$ cat src/rtl/cgr_pkg.sv
// Shared types and constants for the colour gradient ramp.
// No dependencies; imported by every module of the block.
`default_nettype none
package cgr_pkg;
  localparam int MaxPointsDef = 16;
  localparam int PosFracDef = 16;
  localparam int ColourW = 24;
  localparam int StatusW = 2;
  localparam logic [1:0] StOk = 2'd0;
  localparam logic [1:0] StUpdated = 2'd1;
  localparam logic [1:0] StRange = 2'd2;
  localparam logic [1:0] StFull = 2'd3;
  localparam logic ActAdd = 1'b0;
  localparam logic ActLookup = 1'b1;
endpackage
`default_nettype wire

$ cat src/rtl/colour_gradient_ramp.sv
// Top level of the colour gradient ramp: control, cell chain and dividers.
// Depends on cgr_pkg, cgr_cell and cgr_div.
//
// Usage: beats enter on the in_ stream and each gives exactly one beat on the
// out_ stream. One item is worked on at a time. An add beat walks the cell
// chain one cell per cycle, then inserts by shifting the upper cells up
// together in the S_ADD state. A lookup walks the chain the same way, then
// runs three channel divisions in parallel, one quotient bit per cycle over
// the numerator width.
// The result sits in an output register; the next input beat is taken once
// it has been handed over, so a stalled receiver holds off the input.
// Reset empties the table and sets the end colours to black and white.
// Configuration writes are made only while idle: the user is bound to this, the block itself does not enforce it.
`default_nettype none
module colour_gradient_ramp #(
  parameter int MAX_POINTS = cgr_pkg::MaxPointsDef,
  parameter int POSITION_FRACTION_BITS = cgr_pkg::PosFracDef
) (
  input  wire logic        clk,
  input  wire logic        rst_n,
  input  wire logic        cfg_we,
  input  wire logic        cfg_index,
  input  wire logic [23:0] cfg_wdata,
  input  wire logic        in_tvalid,
  output logic             in_tready,
  input  wire logic [47:0] in_tdata,  // action, position[17], red, green, blue, zero pad
  output logic             out_tvalid,
  input  wire logic        out_tready,
  output logic [31:0]      out_tdata   // colour, status, zero pad
);
  import cgr_pkg::*;

  localparam int PosW = POSITION_FRACTION_BITS;
  localparam int InPosW = 17;
  localparam int CntW = $clog2(MAX_POINTS + 1);
  localparam int IdxW = (MAX_POINTS > 1) ? $clog2(MAX_POINTS) : 1;
  localparam int NumW = PosW + 1 + 9;
  localparam int DenW = PosW + 1;
  localparam int DivCyc = NumW;
  localparam int DcW = $clog2(DivCyc + 2);

  typedef enum logic [2:0] {S_IDLE, S_SCAN, S_ADD, S_DIV, S_OUT} state_t;

  state_t state_r;
  logic [23:0] start_r, end_r;
  logic [CntW-1:0] cnt_r, k_r;
  logic [DcW-1:0] dc_r;
  logic act_r;
  logic [InPosW-1:0] pos_r;
  logic [23:0] col_r, res_col_r;
  logic [1:0] res_st_r;
  logic [PosW:0] p1_r, p2_r;
  logic [23:0] c1_r, c2_r;
  logic div_go;

  logic [PosW-1:0] cpos [MAX_POINTS];
  logic [23:0] ccol [MAX_POINTS];
  logic [MAX_POINTS-1:0] sh_en, ld_en;

  // Cell at the scan index.
  logic [IdxW-1:0] kidx;
  logic [PosW:0] kpos;
  logic [23:0] kcol;
  logic kin;
  assign kidx = k_r[IdxW-1:0];
  assign kin = (k_r < cnt_r);
  assign kpos = {1'b0, cpos[kidx]};
  assign kcol = ccol[kidx];

  genvar g;
  generate
    for (g = 0; g < MAX_POINTS; g++) begin : g_cell
      logic [PosW-1:0] pp;
      logic [23:0] pc;
      if (g == 0) begin : g_first
        assign pp = '0;
        assign pc = '0;
      end else begin : g_rest
        assign pp = cpos[g-1];
        assign pc = ccol[g-1];
      end
      cgr_cell #(.PosW(PosW)) u_cell (
        .clk(clk), .shift_en(sh_en[g]), .load_en(ld_en[g]),
        .prev_pos(pp), .prev_col(pc),
        .new_pos(pos_r[PosW-1:0]), .new_col(col_r),
        .pos_r(cpos[g]), .col_r(ccol[g])
      );
    end
  endgenerate

  always_comb begin
    sh_en = '0;
    ld_en = '0;
    if (state_r == S_ADD) begin
      for (int i = 0; i < MAX_POINTS; i++) begin
        if (CntW'(i) == k_r) ld_en[i] = 1'b1;
        else if (res_st_r == StOk && CntW'(i) > k_r && CntW'(i) <= cnt_r) sh_en[i] = 1'b1;
      end
    end
  end

  logic [PosW:0] d_v, w_v;
  logic [7:0] q [3];
  logic [NumW-1:0] num [3];
  assign d_v = pos_r[PosW:0] - p1_r;
  assign w_v = p2_r - p1_r;

  generate
    for (g = 0; g < 3; g++) begin : g_div
      logic [7:0] a, b;
      assign a = c1_r[8*g +: 8];
      assign b = c2_r[8*g +: 8];
      assign num[g] = NumW'(a) * NumW'(w_v - d_v) + NumW'(b) * NumW'(d_v);
      cgr_div #(.NumW(NumW), .DenW(DenW)) u_div (
        .clk(clk), .start(div_go), .num(num[g]), .den(w_v), .quot(q[g])
      );
    end
  endgenerate

  assign div_go = (state_r != S_DIV) || (dc_r == '0);
  assign in_tready = (state_r == S_IDLE);
  assign out_tvalid = (state_r == S_OUT);
  assign out_tdata = {6'd0, res_st_r, res_col_r};

  logic [InPosW-1:0] one_v;
  assign one_v = InPosW'(1) << PosW;

  always_ff @(posedge clk) begin
    if (!rst_n) begin
      state_r <= S_IDLE;
      start_r <= '0;
      end_r <= 24'hFFFFFF;
      cnt_r <= '0;
    end else begin
      if (cfg_we) begin
        if (cfg_index == 1'b0) start_r <= cfg_wdata;
        else end_r <= cfg_wdata;
      end
      unique case (state_r)
        S_IDLE: begin
          if (in_tvalid) begin
            act_r <= in_tdata[0];
            pos_r <= in_tdata[17:1];
            col_r <= {in_tdata[25:18], in_tdata[33:26], in_tdata[41:34]};
            k_r <= '0;
            p1_r <= '0;
            c1_r <= start_r;
            state_r <= S_SCAN;
          end
        end
        S_SCAN: begin
          res_col_r <= '0;
          if (act_r == ActAdd) begin
            if (pos_r == '0 || pos_r >= one_v) begin
              res_st_r <= StRange;
              state_r <= S_OUT;
            end else if (kin && kpos == {1'b0, pos_r[PosW-1:0]}) begin
              res_st_r <= StUpdated;
              state_r <= S_ADD;
            end else if (!kin || kpos > {1'b0, pos_r[PosW-1:0]}) begin
              if (cnt_r >= CntW'(MAX_POINTS)) begin
                res_st_r <= StFull;
                state_r <= S_OUT;
              end else begin
                res_st_r <= StOk;
                state_r <= S_ADD;
              end
            end else begin
              k_r <= k_r + 1'b1;
            end
          end else if (pos_r > one_v) begin
            res_st_r <= StRange;
            state_r <= S_OUT;
          end else begin
            res_st_r <= StOk;
            if (pos_r == '0) begin
              res_col_r <= start_r;
              state_r <= S_OUT;
            end else if (!kin) begin
              if (pos_r == one_v) begin
                res_col_r <= end_r;
                state_r <= S_OUT;
              end else begin
                p2_r <= {1'b1, {PosW{1'b0}}};
                c2_r <= end_r;
                dc_r <= '0;
                state_r <= S_DIV;
              end
            end else if (kpos == pos_r[PosW:0]) begin
              res_col_r <= kcol;
              state_r <= S_OUT;
            end else if (kpos > pos_r[PosW:0]) begin
              p2_r <= kpos;
              c2_r <= kcol;
              dc_r <= '0;
              state_r <= S_DIV;
            end else begin
              p1_r <= kpos;
              c1_r <= kcol;
              k_r <= k_r + 1'b1;
            end
          end
        end
        S_ADD: begin
          if (res_st_r == StOk) cnt_r <= cnt_r + 1'b1;
          state_r <= S_OUT;
        end
        S_DIV: begin
          if (dc_r == DcW'(DivCyc + 1)) begin
            res_col_r <= {q[2], q[1], q[0]};
            state_r <= S_OUT;
          end else begin
            dc_r <= dc_r + 1'b1;
          end
        end
        S_OUT: begin
          if (out_tready) state_r <= S_IDLE;
        end
        default: state_r <= S_IDLE;
      endcase
    end
  end
endmodule
`default_nettype wire

$ cat src/rtl/cgr_cell.sv
// One control point cell of the ramp chain: holds a position and colour.
// Depends on cgr_pkg; instantiated by colour_gradient_ramp.
`default_nettype none
module cgr_cell #(
  parameter int PosW = 16
) (
  input  wire logic                       clk,
  input  wire logic                       shift_en,
  input  wire logic                       load_en,
  input  wire logic [PosW-1:0]            prev_pos,
  input  wire logic [cgr_pkg::ColourW-1:0] prev_col,
  input  wire logic [PosW-1:0]            new_pos,
  input  wire logic [cgr_pkg::ColourW-1:0] new_col,
  output logic      [PosW-1:0]            pos_r,
  output logic      [cgr_pkg::ColourW-1:0] col_r
);
  import cgr_pkg::*;

  always_ff @(posedge clk) begin
    if (load_en) begin
      pos_r <= new_pos;
      col_r <= new_col;
    end else if (shift_en) begin
      pos_r <= prev_pos;
      col_r <= prev_col;
    end
  end
endmodule
`default_nettype wire

$ cat src/rtl/cgr_div.sv
// Restoring serial divider for one colour channel, one quotient bit a cycle.
// Depends on cgr_pkg; instantiated by colour_gradient_ramp.
`default_nettype none
module cgr_div #(
  parameter int NumW = 33,
  parameter int DenW = 25
) (
  input  wire logic            clk,
  input  wire logic            start,
  input  wire logic [NumW-1:0] num,
  input  wire logic [DenW-1:0] den,
  output logic      [7:0]      quot
);
  import cgr_pkg::*;

  logic [NumW-1:0] n_r;
  logic [DenW:0]   rem_r;
  logic [DenW-1:0] d_r;
  logic [NumW-1:0] q_r;
  logic [DenW:0]   trial;

  assign trial = {rem_r[DenW-1:0], n_r[NumW-1]};
  assign quot = q_r[7:0];

  always_ff @(posedge clk) begin
    if (start) begin
      n_r <= num;
      d_r <= den;
      rem_r <= '0;
      q_r <= '0;
    end else begin
      n_r <= {n_r[NumW-2:0], 1'b0};
      if (trial >= {1'b0, d_r}) begin
        rem_r <= trial - {1'b0, d_r};
        q_r <= {q_r[NumW-2:0], 1'b1};
      end else begin
        rem_r <= trial;
        q_r <= {q_r[NumW-2:0], 1'b0};
      end
    end
  end
endmodule
`default_nettype wire
$ cat config.mk
export PLATFORM = sky130hd
export DESIGN_NAME = colour_gradient_ramp
export DESIGN_NICKNAME = d
export VERILOG_FILES = /design/src/rtl/cgr_pkg.sv /design/src/rtl/colour_gradient_ramp.sv /design/src/rtl/cgr_cell.sv /design/src/rtl/cgr_div.sv
export SDC_FILE = /design/constraint.sdc
export NUM_CORES = 2
export LEC_CHECK = 0
export ABC_AREA = 1
export BUFFER_PORTS_ARGS = -buffer_cell sky130_fd_sc_hd__buf_2
export CAP_MARGIN = 20
export CORE_ASPECT_RATIO = 1.2
export CORE_MARGIN = 2
export CORE_UTILIZATION = 40
export DETAILED_ROUTE_END_ITERATION = 7
export PLACE_DENSITY = 0.54
export SYNTH_ARGS = -nofsm -noshare
export SYNTH_HDL_FRONTEND = slang
export SYNTH_HIERARCHICAL = 1
export SYNTH_SLANG_ARGS = --single-unit
$ cat constraint.sdc
create_clock -name clk -period 11.2 [get_ports clk]
set_input_delay 2.24 -clock clk [delete_from_list [all_inputs] [get_ports clk]]
set_output_delay 2.24 -clock clk [all_outputs]
set_load 0.005 [all_outputs]
==> flow_metrics.env <==
export IMPL_status="complete, no violations"
export IMPL_startpoint="p1_r[0]"
export IMPL_synth_edff_count=850
export IMPL_cts_root_buf="clkbuf_16"
export IMPL_synth_seq_cells=1059
export IMPL_gr_usage_met1_pct=30.1
export IMPL_cp_max_fo=9
export IMPL_hpwl_um=201000
export IMPL_synth_compound_area_share_pct=5.88
export IMPL_cts_buffers=119
export IMPL_synthTopCellsByArea="edfxtp_1 (30%), fa_1 (18%), nand2_1 (14%)"
export IMPL_yosysWarnings=6
export IMPL_io_pins=112
export IMPL_antenna_found_initial=9
export IMPL_cp_common_cell="nand2_1"
export IMPL_clkLatencyLatePin_ns=0.81
export IMPL_firstDrtPassIters=6
export IMPL_max_stage_delay_ns=0.78
export IMPL_postCtsSetupRepairBufs=0
export IMPL_num_fill_cells=21268
export IMPL_gp_congestion=0.948
export IMPL_min_period_ns=10.32
export IMPL_grt_busiest_layer="met2"
export IMPL_synth_adder_area_share_pct=22.8
export IMPL_drt_iter0_markers=5348
export IMPL_clkTransAtPathRegs_ns=0.06
export IMPL_grtUsageMet2_pct=47.8
export IMPL_fmax_ghz=0.0969
export IMPL_synth_seq_area_share_pct=35.1
export IMPL_dp_cells=12891
export IMPL_wl_per_cell_um=21.6
export IMPL_path_buf_inv=6
export IMPL_syn_inst=10242
export IMPL_yosys_cell_count_top_type="nand2_1"
export IMPL_clock_path_buffers=3
export IMPL_met3_usage_pct=3.40
export IMPL_synth_xor_area_share_pct=1.31
export IMPL_port_buffers=99
export IMPL_grt_pass1_vias=69445
export IMPL_vias_per_cell=5.17
export IMPL_critical_path_top_delay_family="adder cells"
export IMPL_period_share_pct=92.1
export IMPL_synth_top_family_by_area="simple AND/OR/NAND/NOR gates"
export IMPL_ys_flop_type="edfxtp_1"
export IMPL_drc=0
export IMPL_async_flop_share_pct=0
export IMPL_design_core_area_um2=211000
export IMPL_dieArea_um2=215000
export IMPL_final_hold_viol_count=0
export IMPL_placementRows=185
export IMPL_postCtsHoldBufs=0
export IMPL_vias=67861
export IMPL_fin_tns_setup_ns=0
export IMPL_worstReg2RegStart="p1_r[0]"
export IMPL_critPathArrivalTime_ns=11.02
export IMPL_grt_max_degree=150
export IMPL_finClkSkew_ns=0.0956
export IMPL_syn_area_um2=84700
export IMPL_grt_use_total_pct=26.3
export IMPL_gr_total_overflow=0
export IMPL_drv_slew=0
export IMPL_cts_sinks=1059
export IMPL_htree_levels=3
export IMPL_maxCapViolCount=0
export IMPL_final_cell_count_no_fill=13121
export IMPL_routed_wl_um=283000
export IMPL_setup_viol=0
export IMPL_synth_mux_area_share_pct=0
export IMPL_start_kind="register"
export IMPL_syn_to_final_growth_pct=7.17
export IMPL_yosys_area_share_simple_pct=24.9
export IMPL_postSynthAreaPerCell_um2=8.27
export IMPL_die_h_um=508
export IMPL_grt_pass1_wl_um=427000
export IMPL_hp_class="register to register"
export IMPL_cts_tree="built"
export IMPL_synthTopCellsByCount="nand2_1 (3,108), nor2_1 (1,494), inv_1 (1,308), edfxtp_1 (850), fa_1 (748)"
export IMPL_cp_slowest_cell="xnor2_1"
export IMPL_final_nets=11376
export IMPL_die_x_um=424
export IMPL_tightestPinTransition_ns=1.01
export IMPL_path_class="register to register"
export IMPL_layout_drive_gt1_share_pct=7.06
export IMPL_critPathCaptureType="register"
export IMPL_holdWs_ns=0.367
export IMPL_rsz0062_at_grt="no"
export IMPL_ant_nets=0
export IMPL_worstHoldStart="g_div[2].u_div/n_r[11]"
export IMPL_yosysUniqueCellTypes=70
export IMPL_slew_headroom_pct=32.6
export IMPL_synth_top_area_cell="edfxtp_1"
export IMPL_netlist_area_leader_share_pct=30.1
export IMPL_start_util_pct=40.1
export IMPL_crit_required_ns=11.90
export IMPL_post_cts_resized=0
[per-layer routing]
| layer | wire [um] | vias to the layer above |
|---|---|---|
| li1 | - | 31754 |
| met1 | 106000 | 32860 |
| met2 | 145000 | 2543 |
| met3 | 17600 | 700 |
| met4 | 15300 | 4 |
| met5 | 27 | - |
[per-stage QoR]
step                      util, %  area [um2]  setup slack [ns]
final                        43.0       90800             0.882
after global routing         43.0       90800             0.549
after global placement       41.2       86900              1.12
after detailed placement     41.2       86900              1.12
after CTS                    43.0       90700              1.06
after floorplan                 -       84900              2.71
[worst register-to-register path: cells and delay by family, from the launching register on]
| family | cells | cell delay [ns] |
|---|---|---|
| fa+ha+maj | 10 | 4.52 |
| compound gates | 7 | 1.98 |
| simple gates | 9 | 1.40 |
| xor+xnor | 2 | 0.97 |
| buf+inv | 6 | 0.96 |
| flops | 1 | 0.40 |
[cells in the final DEF, fill, tap and decap left out, drive strengths merged, types with 42 or more instances in the layout]
| cell type | n |
|---|---|
| a21oi | 170 |
| xnor2 | 42 |
| o21ai | 545 |
| nand2 | 3296 |
| ha | 343 |
| clkbuf | 164 |
| o211ai | 61 |
| nand3 | 283 |
| inv | 1345 |
| nor2 | 1507 |
| xor2 | 82 |
| edfxtp | 850 |
| clkinv | 69 |
| buf | 253 |
| nor3 | 46 |
| conb | 46 |
| fa | 748 |
| dfxtp | 209 |
[flip-flops by register name, indices dropped and copies added, names as in the netlist]
| signal | flops |
|---|---|
| start_r | 24 |
| dc_r | 5 |
| res_st_r | 2 |
| p1_r | 16 |
| cnt_r | 5 |
| c2_r | 24 |
| res_col_r | 24 |
| g_div.u_div/d_r | 51 |
| c1_r | 24 |
| act_r | 1 |
| g_div.u_div/rem_r | 51 |
| g_div.u_div/q_r | 24 |
| p2_r | 17 |
| state_r | 3 |
| g_div.u_div/n_r | 78 |
| end_r | 24 |
| g_cell.u_cell/col_r | 384 |
| k_r | 5 |
| pos_r | 17 |
| col_r | 24 |
| g_cell.u_cell/pos_r | 256 |
[path summary, 6_finish.rpt]
path,cells past startpoint,slack [ns],endpoint
setup reg to reg,34,0.88,g_div[0].u_div/n_r[23]
hold reg to reg,2,0.37,g_div[2].u_div/n_r[12]
setup / recovery,34,0.88,g_div[0].u_div/n_r[23]
hold / removal,2,0.37,g_div[2].u_div/n_r[12]
[layout make-up]
type	instances	area, um2	share of cell area (%)
flip-flops and latches	1059	29700	32.7
clock inverters	56	503	0.554
diodes	10	25.0	0.0276
well taps	2805	3510	3.87
multi-input cells	7410	46800	51.6
repair buffers	253	1660	1.83
inverters	1364	5250	5.79
clock buffers	164	3290	3.63
[cell families (layout without fill, tap and decap cells)]
family / Yosys count / count (layout)
other cells: 1 / 56
flops: 1059 / 1059
simple gates: 5257 / 5257
buf+inv: 1818 / 1837
compound gates: 892 / 892
xor+xnor: 124 / 124
fa+ha+maj: 1091 / 1091
Power is left out: the tool's default activity adds up to more than one toggle a clock period on the data nets, which glitch-free logic cannot reach.
